<file path="src/rtl/shs_pkg.sv">
// Package for the SHA-256 stream hasher: constants, round table, sequencer
// states and the round functions. No dependencies.
`default_nettype none

package shs_pkg;

   localparam int unsigned Rounds = 64;

   localparam logic [5:0] BlockLast = 6'd63;
   localparam logic [5:0] LenPos    = 6'd56;
   localparam logic [5:0] RoundLast = 6'd63;
   localparam logic [7:0] PadByte   = 8'h80;
   localparam logic [2:0] WordLast  = 3'd7;
   localparam logic [63:0] LenStep  = 64'd8;

   localparam logic [31:0] RoundConst [Rounds] = '{
      32'h428a2f98, 32'h71374491, 32'hb5c0fbcf, 32'he9b5dba5,
      32'h3956c25b, 32'h59f111f1, 32'h923f82a4, 32'hab1c5ed5,
      32'hd807aa98, 32'h12835b01, 32'h243185be, 32'h550c7dc3,
      32'h72be5d74, 32'h80deb1fe, 32'h9bdc06a7, 32'hc19bf174,
      32'he49b69c1, 32'hefbe4786, 32'h0fc19dc6, 32'h240ca1cc,
      32'h2de92c6f, 32'h4a7484aa, 32'h5cb0a9dc, 32'h76f988da,
      32'h983e5152, 32'ha831c66d, 32'hb00327c8, 32'hbf597fc7,
      32'hc6e00bf3, 32'hd5a79147, 32'h06ca6351, 32'h14292967,
      32'h27b70a85, 32'h2e1b2138, 32'h4d2c6dfc, 32'h53380d13,
      32'h650a7354, 32'h766a0abb, 32'h81c2c92e, 32'h92722c85,
      32'ha2bfe8a1, 32'ha81a664b, 32'hc24b8b70, 32'hc76c51a3,
      32'hd192e819, 32'hd6990624, 32'hf40e3585, 32'h106aa070,
      32'h19a4c116, 32'h1e376c08, 32'h2748774c, 32'h34b0bcb5,
      32'h391c0cb3, 32'h4ed8aa4a, 32'h5b9cca4f, 32'h682e6ff3,
      32'h748f82ee, 32'h78a5636f, 32'h84c87814, 32'h8cc70208,
      32'h90befffa, 32'ha4506ceb, 32'hbef9a3f7, 32'hc67178f2
   };

   localparam logic [31:0] InitHash [8] = '{
      32'h6a09e667, 32'hbb67ae85, 32'h3c6ef372, 32'ha54ff53a,
      32'h510e527f, 32'h9b05688c, 32'h1f83d9ab, 32'h5be0cd19
   };

   typedef enum logic [2:0] {
      ST_IDLE,
      ST_PAD,
      ST_COMP,
      ST_ADD,
      ST_EMIT
   } state_type;

   typedef enum logic [1:0] {
      PAD_MARK,
      PAD_ZERO,
      PAD_LEN
   } pad_type;

   function automatic logic [31:0] ror32(input logic [31:0] x, input int unsigned n);
      ror32 = (x >> n) | (x << (32 - n));
   endfunction

   function automatic logic [31:0] big_sig0(input logic [31:0] x);
      big_sig0 = ror32(x, 2) ^ ror32(x, 13) ^ ror32(x, 22);
   endfunction

   function automatic logic [31:0] big_sig1(input logic [31:0] x);
      big_sig1 = ror32(x, 6) ^ ror32(x, 11) ^ ror32(x, 25);
   endfunction

   function automatic logic [31:0] small_sig0(input logic [31:0] x);
      small_sig0 = ror32(x, 7) ^ ror32(x, 18) ^ (x >> 3);
   endfunction

   function automatic logic [31:0] small_sig1(input logic [31:0] x);
      small_sig1 = ror32(x, 17) ^ ror32(x, 19) ^ (x >> 10);
   endfunction

endpackage

`default_nettype wire

</file>
<file path="src/rtl/shs_channels_if.sv">
// Handshake channels of the SHA-256 stream hasher: message bytes in,
// digest words out. No dependencies.
`default_nettype none

interface shs_req_if;
   logic       valid;
   logic       ready;
   logic [7:0] data_byte;
   logic       has_byte;
   logic       end_of_message;

   modport source (output valid, output data_byte, output has_byte,
                   output end_of_message, input ready);
   modport sink   (input valid, input data_byte, input has_byte,
                   input end_of_message, output ready);
endinterface

interface shs_rsp_if;
   logic        valid;
   logic        ready;
   logic [31:0] digest_word;
   logic [2:0]  word_index;
   logic        last_word;

   modport source (output valid, output digest_word, output word_index,
                   output last_word, input ready);
   modport sink   (input valid, input digest_word, input word_index,
                   input last_word, output ready);
endinterface

`default_nettype wire

</file>
<file path="src/rtl/sha256_stream_hasher_unit.sv">
// SHA-256 stream hasher top level: byte packer, padding sequencer and one
// round unit shared over the 64 rounds. Depends on shs_pkg, shs_channels_if.
//
//   channel | dir | word                                   | accepted when
//   req_ch  | in  | data_byte, has_byte, end_of_message    | valid && ready
//   rsp_ch  | out | digest_word, word_index, last_word     | valid && ready
//
// A byte is taken while the sequencer is idle. Every 64th byte starts a
// compression: the rounds run through the single round unit (ST_COMP), then
// a fold into the chaining words (ST_ADD), all with req_ch.ready low.
// A finishing word pads one byte per cycle between compressions (9 to 64
// pad bytes with one compression, 65 to 72 with two), then offers eight
// digest words, one per accepted rsp word. A stalled rsp_ch holds the current word.
// reset is synchronous: chaining words back to the initial values, counts cleared.
`default_nettype none

module sha256_stream_hasher_unit
   import shs_pkg::*;
(
   input  wire     clock,
   input  wire     reset,
   shs_req_if.sink   req_ch,
   shs_rsp_if.source rsp_ch
);

   state_type   state_ff, state_in;
   pad_type     pad_ff, pad_in;
   logic [5:0]  fill_ff, fill_in;
   logic [63:0] len_ff, len_in;
   logic [5:0]  round_ff, round_in;
   logic [2:0]  idx_ff, idx_in;
   logic        finish_ff, finish_in;
   logic        last_blk_ff, last_blk_in;
   logic [31:0] hash_ff [8];
   logic [31:0] hash_in [8];

   logic [23:0] word_ff, word_in;
   logic [31:0] win_ff [16];
   logic [31:0] win_in [16];
   logic [31:0] var_ff [8];
   logic [31:0] var_in [8];

   logic        push_en;
   logic [7:0]  push_byte;
   logic [5:0]  len_shift;
   logic [63:0] len_shifted;
   logic [7:0]  len_byte;
   logic [31:0] sched_w;
   logic [31:0] t1;
   logic [31:0] t2;

   assign req_ch.ready       = (state_ff == ST_IDLE);
   assign rsp_ch.valid       = (state_ff == ST_EMIT);
   assign rsp_ch.digest_word = hash_ff[idx_ff];
   assign rsp_ch.word_index  = idx_ff;
   assign rsp_ch.last_word   = (idx_ff == WordLast);

   // length bytes go out most significant first at fill 56..63
   assign len_shift   = {3'd7 - fill_ff[2:0], 3'b000};
   assign len_shifted = len_ff >> len_shift;
   assign len_byte    = len_shifted[7:0];

   // schedule: from round 16 on, window holds W[t-16..t-1], oldest at entry 0; earlier rounds take entry 0
   assign sched_w = (round_ff[5:4] == 2'b00) ? win_ff[0]
                  : small_sig1(win_ff[14]) + win_ff[9] + small_sig0(win_ff[1]) + win_ff[0];

   assign t1 = var_ff[7] + big_sig1(var_ff[4])
             + ((var_ff[4] & var_ff[5]) ^ (~var_ff[4] & var_ff[6]))
             + RoundConst[round_ff] + sched_w;
   assign t2 = big_sig0(var_ff[0])
             + ((var_ff[0] & var_ff[1]) ^ (var_ff[0] & var_ff[2]) ^ (var_ff[1] & var_ff[2]));

   always_comb begin
      state_in    = state_ff;
      pad_in      = pad_ff;
      fill_in     = fill_ff;
      len_in      = len_ff;
      round_in    = round_ff;
      idx_in      = idx_ff;
      finish_in   = finish_ff;
      last_blk_in = last_blk_ff;
      hash_in     = hash_ff;
      word_in     = word_ff;
      win_in      = win_ff;
      var_in      = var_ff;
      push_en     = 1'b0;
      push_byte   = '0;

      case (state_ff)
         ST_IDLE: begin
            if (req_ch.valid) begin
               if (req_ch.has_byte) begin
                  push_en   = 1'b1;
                  push_byte = req_ch.data_byte;
                  len_in    = len_ff + LenStep;
               end
               if (req_ch.end_of_message) begin
                  finish_in = 1'b1;
                  pad_in    = PAD_MARK;
                  state_in  = ST_PAD;
               end
            end
         end
         ST_PAD: begin
            push_en = 1'b1;
            case (pad_ff)
               PAD_MARK: begin
                  push_byte = PadByte;
                  pad_in    = PAD_ZERO;
               end
               PAD_ZERO: begin
                  if (fill_ff == LenPos) begin
                     push_byte = len_byte;
                     pad_in    = PAD_LEN;
                  end else begin
                     push_byte = '0;
                  end
               end
               PAD_LEN: begin
                  push_byte = len_byte;
                  if (fill_ff == BlockLast) begin
                     last_blk_in = 1'b1;
                  end
               end
               default: begin
                  push_byte = '0;
                  pad_in    = PAD_MARK;
               end
            endcase
         end
         ST_COMP: begin
            for (int i = 0; i < 15; i++) begin
               win_in[i] = win_ff[i + 1];
            end
            win_in[15] = sched_w;
            var_in[7]  = var_ff[6];
            var_in[6]  = var_ff[5];
            var_in[5]  = var_ff[4];
            var_in[4]  = var_ff[3] + t1;
            var_in[3]  = var_ff[2];
            var_in[2]  = var_ff[1];
            var_in[1]  = var_ff[0];
            var_in[0]  = t1 + t2;
            round_in   = round_ff + 6'd1;
            if (round_ff == RoundLast) begin
               state_in = ST_ADD;
            end
         end
         ST_ADD: begin
            for (int k = 0; k < 8; k++) begin
               hash_in[k] = hash_ff[k] + var_ff[k];
            end
            idx_in = '0;
            if (last_blk_ff) begin
               state_in = ST_EMIT;
            end else if (finish_ff) begin
               state_in = ST_PAD;
            end else begin
               state_in = ST_IDLE;
            end
         end
         ST_EMIT: begin
            if (rsp_ch.ready) begin
               if (idx_ff == WordLast) begin
                  hash_in     = InitHash;
                  fill_in     = '0;
                  len_in      = '0;
                  finish_in   = 1'b0;
                  last_blk_in = 1'b0;
                  state_in    = ST_IDLE;
               end else begin
                  idx_in = idx_ff + 3'd1;
               end
            end
         end
         default: begin
            state_in = ST_IDLE;
         end
      endcase

      // pack the byte; every fourth one shifts a word into the window
      if (push_en) begin
         word_in = {word_ff[15:0], push_byte};
         fill_in = fill_ff + 6'd1;
         if (fill_ff[1:0] == 2'b11) begin
            for (int i = 0; i < 15; i++) begin
               win_in[i] = win_ff[i + 1];
            end
            win_in[15] = {word_ff, push_byte};
         end
         if (fill_ff == BlockLast) begin
            var_in   = hash_ff;
            round_in = '0;
            state_in = ST_COMP;
         end
      end
   end

   always_ff @(posedge clock) begin
      if (reset) begin
         state_ff    <= ST_IDLE;
         pad_ff      <= PAD_MARK;
         fill_ff     <= '0;
         len_ff      <= '0;
         round_ff    <= '0;
         idx_ff      <= '0;
         finish_ff   <= 1'b0;
         last_blk_ff <= 1'b0;
         hash_ff     <= InitHash;
      end else begin
         state_ff    <= state_in;
         pad_ff      <= pad_in;
         fill_ff     <= fill_in;
         len_ff      <= len_in;
         round_ff    <= round_in;
         idx_ff      <= idx_in;
         finish_ff   <= finish_in;
         last_blk_ff <= last_blk_in;
         hash_ff     <= hash_in;
      end
   end

   always_ff @(posedge clock) begin
      word_ff <= word_in;
      win_ff  <= win_in;
      var_ff  <= var_in;
   end

`ifndef SYNTHESIS
   a_no_overlap: assert property (@(posedge clock) disable iff (reset)
      !(req_ch.ready && rsp_ch.valid))
      else $error("input taken while digest is offered");

   a_emit_aligned: assert property (@(posedge clock) disable iff (reset)
      rsp_ch.valid |-> (fill_ff == 6'd0))
      else $error("digest offered with bytes pending");

   a_index_step: assert property (@(posedge clock) disable iff (reset)
      (rsp_ch.valid && rsp_ch.ready && !rsp_ch.last_word)
      |=> (rsp_ch.valid && rsp_ch.word_index == $past(rsp_ch.word_index) + 3'd1))
      else $error("digest word index skipped");

   a_msg_restart: assert property (@(posedge clock) disable iff (reset)
      (rsp_ch.valid && rsp_ch.ready && rsp_ch.last_word)
      |=> (req_ch.ready && len_ff == 64'd0 && hash_ff[0] == InitHash[0]))
      else $error("state not restarted after digest");
`endif

endmodule

`default_nettype wire
</file>
<file path="src/flat_wrapper.sv">
// flat-port wrapper written by rule: the top's interface ports become plain ports
module sha256_stream_hasher_unit_flat import shs_pkg::*;
  (clock, reset, req_ch_valid, req_ch_data_byte, req_ch_has_byte, req_ch_end_of_message, req_ch_ready, rsp_ch_valid, rsp_ch_digest_word, rsp_ch_word_index, rsp_ch_last_word, rsp_ch_ready);
  shs_req_if req_ch_i ();
  shs_rsp_if rsp_ch_i ();
  input  wire clock;
  input  wire reset;
  input wire logic [$bits(req_ch_i.valid)-1:0] req_ch_valid;
  input wire logic [$bits(req_ch_i.data_byte)-1:0] req_ch_data_byte;
  input wire logic [$bits(req_ch_i.has_byte)-1:0] req_ch_has_byte;
  input wire logic [$bits(req_ch_i.end_of_message)-1:0] req_ch_end_of_message;
  output wire logic [$bits(req_ch_i.ready)-1:0] req_ch_ready;
  output wire logic [$bits(rsp_ch_i.valid)-1:0] rsp_ch_valid;
  output wire logic [$bits(rsp_ch_i.digest_word)-1:0] rsp_ch_digest_word;
  output wire logic [$bits(rsp_ch_i.word_index)-1:0] rsp_ch_word_index;
  output wire logic [$bits(rsp_ch_i.last_word)-1:0] rsp_ch_last_word;
  input wire logic [$bits(rsp_ch_i.ready)-1:0] rsp_ch_ready;
  assign req_ch_i.valid = req_ch_valid;
  assign req_ch_i.data_byte = req_ch_data_byte;
  assign req_ch_i.has_byte = req_ch_has_byte;
  assign req_ch_i.end_of_message = req_ch_end_of_message;
  assign req_ch_ready = req_ch_i.ready;
  assign rsp_ch_valid = rsp_ch_i.valid;
  assign rsp_ch_digest_word = rsp_ch_i.digest_word;
  assign rsp_ch_word_index = rsp_ch_i.word_index;
  assign rsp_ch_last_word = rsp_ch_i.last_word;
  assign rsp_ch_i.ready = rsp_ch_ready;
  sha256_stream_hasher_unit u_core (.clock(clock), .reset(reset), .req_ch(req_ch_i), .rsp_ch(rsp_ch_i));
endmodule
</file>
<file path="config.mk">
export PLATFORM = sky130hd
export DESIGN_NAME = sha256_stream_hasher_unit_flat
export DESIGN_NICKNAME = d
export VERILOG_FILES = /design/src/rtl/shs_pkg.sv /design/src/rtl/shs_channels_if.sv /design/src/rtl/sha256_stream_hasher_unit.sv /design/src/flat_wrapper.sv
export SDC_FILE = /design/constraint.sdc
export NUM_CORES = 2
export LEC_CHECK = 0
export ABC_CLOCK_PERIOD_IN_PS = 15300
export BUFFER_PORTS_ARGS = -buffer_cell sky130_fd_sc_hd__buf_2
export CORE_MARGIN = 8
export CORE_UTILIZATION = 55
export CTS_BUF_LIST = sky130_fd_sc_hd__clkbuf_16
export DETAILED_ROUTE_END_ITERATION = 10
export PLACE_DENSITY = 0.72
export SLEW_MARGIN = 30
export SYNTH_ARGS = -nofsm -noshare
export SYNTH_HDL_FRONTEND = slang
export SYNTH_SLANG_ARGS = --single-unit
</file>
<file path="constraint.sdc">
create_clock -name clock -period 15.3 [get_ports clock]
set_clock_uncertainty 0.15 [all_clocks]
set_input_delay 1.53 -clock clock [delete_from_list [all_inputs] [get_ports clock]]
set_output_delay 1.53 -clock clock [all_outputs]
set_load 0.03 [all_outputs]
</file>
# Yosys cells after proc, flatten, opt, wreduce, memory -nomap -nowiden
# Memories as Yosys holds them, arrays and structs flattened.
# Index checks and enable logic that the tools add are counted.
# totals
regBits	1134
rom_bits	2048
in_bits	14
output_inout_bits	38
word_cells	196
mem_count	1
# memory_table
memory	words	word_bits	read_ports	rd_ports_with_merged_regs	wr	line	text
(no name shown)	64	32	1	0	0	sha256_stream_hasher_unit.sv:69	+ RoundConst[round_ff] + sched_w;
# classes
addsub	23
order_cmp	2
n_eq_ne	21
shift	1
n_mux	61
bitwise	29
reduce_logical	17
# op_table
operator	count
512-bit two-way mux	3
256-bit two-way mux	5
32-bit adder	18
256-bit case mux with 2 select lines	1
32-bit XOR	9
64-bit two-way mux	4
32-bit bitwise AND	5
32-bit two-way mux	5
64-bit case mux with 2 select lines	1
32-bit binary-select mux with 3-bit select	1
64-bit by 4-bit adder with 64-bit output (second input constant)	1
64-bit by 6-bit >> shifter with 8-bit output	1
6-bit two-way mux	7
32-bit NOT	1
10-bit by 32-bit bitwise OR with 32-bit output	1
13-bit by 32-bit bitwise OR with 32-bit output	1
14-bit by 32-bit bitwise OR with 32-bit output	1
15-bit by 32-bit bitwise OR with 32-bit output	1
19-bit by 32-bit bitwise OR with 32-bit output	1
21-bit by 32-bit bitwise OR with 32-bit output	1
25-bit by 32-bit bitwise OR with 32-bit output	1
26-bit by 32-bit bitwise OR with 32-bit output	1
30-bit by 32-bit bitwise OR with 32-bit output	1
7-bit by 32-bit bitwise OR with 32-bit output	1
other kinds (34)	82

# Logic depth before layout (Yosys ltp)
# logic_depth
depth_word	12
mapped_depth	45
depth_no_buf	44

# Least setup slack after synthesis
# No wires, ideal clock.
# synth_path
path_type	register to register
from	reg u_core.win_ff[457] in the netlist's numbering
to	reg u_core.var_ff[255] in the netlist's numbering
setup_ns	0.130
arrival_time_ns	8.858
required_time_ns	15.020
path_slack_ns	6.162
path_stages_with_launch	45
path_buffers	1
period_less_slack_ns	9.138
path_cell_list	dfxtp_1 clkbuf_1 xnor2_1 xnor2_1 fa_1 inv_1 fa_1 inv_1 ha_1 a21o_1 a21o_1 a2111oi_2 o31ai_1 a21oi_1 nor2b_1 o21a_1 o21a_1 o31ai_1 [9 not listed] a21oi_1 nand2_1 nand2_1 a21oi_1 xnor2_1 fa_1 ha_1 a21oi_1 nand2_1 a31o_2 nand4_1 o221ai_1 a221oi_1 o21ai_0 a31oi_1 xnor2_1 xnor2_1 o21ai_0
# synth_lines
element	line	text
from (decl)	sha256_stream_hasher_unit.sv:38	logic [31:0] win_ff [16];
from (signal assigned)	sha256_stream_hasher_unit.sv:225	win_ff <= win_in;
to (signal assigned)	sha256_stream_hasher_unit.sv:226	var_ff <= var_in;
to (decl)	sha256_stream_hasher_unit.sv:40	logic [31:0] var_ff [8];

==> impl_results.md <==
- Status: finished, final reports clean
- Core area: 124000 um2
- Finished Core Util: 59.8%
- Flop pwr share: 38.6%
- Grt ovf: 0
- Clk slew on worst S/H paths: 0.06 ns
- ANT nets after route: 0
- Crit path DAT: 11.02 ns
- Post-Syn Instances: 7461
- First-pass GRT wire length: 335000 um
- Slew @ Worst Pin: 1.18 ns
- Comb pwr share: 25.4%
- Max cap viols: 0
- Clock Latency Late Sink: 0.78 ns
- Capture point of the worst path: u_core.var_ff[255]
- DRT Pass-1 Iters: 7
- #FFs+latches synth: 1131
- Vias/cell: 6.34
- Non-filler cells, final: 9031
- H-tree Lvls: 3
- Net Sw Frac: 32.1%
- Crit path largest cell delay: 0.52 ns
- Row count: 129
- Final period util: 69.2%
- Synth-to-Final Area Change: 7.93%
- Fmax: 0.0945 GHz
- CTS Buf Count: 119
- Minimum clock period: 10.59 ns
- Dominant cell type by area after synthesis: dfxtp_1
- Fin. Hold Viols: 0
- Dpl cells: 8812
- Avg Cell Area, Syn: 9.18 um2
- Worst R2R Setup Slack: 4.71 ns
- Post_cts resized: 0
- Share of Yosys cell area claimed by the top area cell type: 32.4%
- Die area: 136000 um2
- Synth Flop Type: dfxtp_1
- Crit path from: u_core.win_ff[456]
- GRT Total Usage: 31.4%
- Drt total wl: 223000 um
- Initial antenna violation count: 13
- Die width: 369 um
- Int Power: 0.00547 W
- Hold buffers post-CTS: 0
- Hpwl dp: 166000 um
- Final Wtd Congestion: 1.01
- Crit end category: flip-flop
- Post-Syn Nets: 8078
- Hold slack final: 0.309 ns
- Syn. warnings: 0
- Required time of the worst setup path: 15.73 ns
- # fillers: 10.7k
- Headroom to the max-slew limit: 20.4%
- Starting Density: 55.4%
- Routed vias: 57.3k
- Root Driver: clkbuf_16
- Die Ht: 369 um
- Share of layout cells above drive strength 1: 12.9%
- Psw: 0.00259 W
- Boundary pin count: 52
- Vias in the first global route: 53.9k
- Largest net degree at the start of global routing: 195
- Crit path depth: 39
- Worst Hold Class: flip-flop to flip-flop
- Post-CTS Setup Inserts: 0
- Reg2Reg Depth: 39
- Number of buffers and inverters on the critical path: 3
- Finish-stage setup viols: 0
- DR WL/cell: 24.7 um
- Power density over the cells: 109 nW/um2
- Worst VDD drop: 0.0986 mV
- Netlist cell types: 95
- Worst-case clock buffer depth: 3
- IO Port Bufs: 51
- DRC: 0
- Slew Limit Fails: 0
- Fin nets: 7914
- Delay-heaviest family, CP: adder cells
- Mapped cell area: 68500 um2
- Post-route setup TNS: 0 ns
- Unrepaired setup endpoints after global routing: false
- Crit path max fanout: 5
- Critical path type: flip-flop to flip-flop
- Fraction of registers with async set/reset: 0%
- Largest cells by area after synthesis: dfxtp_1, mux2_2, ha_1
- Post-synth EDFFs: 24
- Worst r2r src: u_core.win_ff[456]
- Startpoint Class: flip-flop
- CTS Sinks: 1131
- Lkg Pwr: 31.4 nW
- Seq/Total Area, Yosys: 33.4%
- CP max stage cell: fa_1
- CTS tree: yes
- DRT iter0 DRCs: 6249
- R2R Path End: u_core.var_ff[255]
- Clock Power Share: 36.1%
stage by stage:
| step | total power, W | instance area [um2] | worst slack, ns |
|---|---|---|---|
| 6_report | 0.00805 | 73900 | 4.71 |
| 5_1_grt | 0.00843 | 73900 | 4.27 |
| 4_1_cts | 0.00806 | 73800 | 4.93 |
| 3_5_place_dp | 0.00517 | 69900 | 5.00 |
| 3_3_place_gp | 0.00515 | 69900 | 4.97 |
| 2_1_floorplan | 0.00465 | 68500 | 6.16 |
routing by layer:
layer / global-route usage [%] / share of wire (%) / vias to the layer above / wire length (um)
li1: - / - / 26300 / -
met1: 44.8 / 44 / 27900 / 97700
met2: 46.2 / 42 / 2598 / 93800
met3: 7.32 / 10 / 491 / 22200
met4: 11.4 / 4.0 / 8 / 9010
met5: 0 / 0.022 / - / 49
area by class of cell:
cell class	instances	area (um2)	area share, %
Multi-Input combinational cell	5558	42800	57.9
Inverter	357	1340	1.82
Clock buffer	121	3030	4.10
Sequential cell	1131	22900	31.0
Clock inverter	94	853	1.15
Tap cell	1637	2050	2.77
Timing Repair Buffer	130	915	1.24
Antenna cell	3	7.51	0.0102
how the worst min path moves through the flow:
stage	from	to	slack, ns	depth (start not counted)
floorplan	u_core.win_ff[160]	u_core.win_ff[192]	0.27	2
detailed placement	u_core.word_ff[13]	u_core.word_ff[21]	0.29	0
finish	u_core.word_ff[11]	u_core.word_ff[19]	0.31	0
global route	u_core.word_ff[13]	u_core.word_ff[21]	0.32	0
global placement	u_core.word_ff[11]	u_core.word_ff[19]	0.28	0
CTS	u_core.word_ff[13]	u_core.word_ff[21]	0.30	0
cell usage in the layout (no fill, tap or decap), types with 64 or more instances in the layout:
cell type  count
dfxtp_1     1102
nor2_1       745
mux2_2       496
a21oi_1      446
nand2_1      414
o21ai_0      413
ha_1         408
xnor2_1      389
inv_1        372
o22ai_1      291
xor2_1       206
fa_1         195
a21o_1       178
nor3_1       128
clkbuf_16    121
nand3_1      118
a22oi_1       86
mux4_2        85
buf_4         74
a31oi_1       70
mux2i_1       64
synth_stat cells, drive strengths merged (14+ instances only):
| library cell | count |
|---|---|
| a211o | 14 |
| a211oi | 47 |
| a21boi | 24 |
| a21o | 178 |
| a21oi | 448 |
| a22oi | 86 |
| a31oi | 70 |
| and2 | 29 |
| and3 | 55 |
| buf | 59 |
| clkbuf | 356 |
| dfxtp | 1107 |
| edfxtp | 24 |
| fa | 195 |
| ha | 408 |
| inv | 353 |
| maj3 | 18 |
| mux2 | 496 |
| mux2i | 64 |
| mux4 | 85 |
| nand2 | 420 |
| nand2b | 63 |
| nand3 | 119 |
| nand4 | 29 |
| nor2 | 752 |
| nor2b | 60 |
| nor3 | 128 |
| nor4 | 14 |
| o211ai | 34 |
| o21a | 60 |
| o21ai | 424 |
| o21bai | 31 |
| o22ai | 291 |
| o31ai | 36 |
| or2 | 14 |
| or3 | 47 |
| xnor2 | 389 |
| xor2 | 206 |
power by group through the flow:
stage                     clock network, W  registers (W)  logic, W
final                              0.00290        0.00311   0.00204
after global routing               0.00306        0.00311   0.00226
after CTS                          0.00294        0.00310   0.00202
after detailed placement                 0        0.00316   0.00200
after global placement                   0        0.00316   0.00199
after floorplan                          0        0.00312   0.00153
sequential cells by signal (all words and copies together) (netlist names):
register / count
u_core.fill_ff: 6
u_core.finish_ff: 1
u_core.hash_ff: 256
u_core.last_blk_ff: 1
u_core.len_ff: 61
u_core.pad_ff: 2
u_core.round_ff: 6
u_core.rsp_ch.word_index: 3
u_core.state_ff: 3
u_core.var_ff: 256
u_core.win_ff: 512
u_core.word_ff: 24
logic make-up (layout without fill, tap and decap cells):
family,after synthesis,in the layout,share of synthesized area [%]
AO/OA/AOI/OAI,1912,1912,17.6
flip-flops,1131,1131,33.4
other,0,3,0
XOR/XNOR,595,595,7.61
multiplexers,645,645,11.9
buffers and inverters,772,702,4.24
AND/OR/NAND/NOR,1785,1785,11.8
adder cells (fa/ha/maj),621,621,13.4
(Power assumes the default switching activity.)
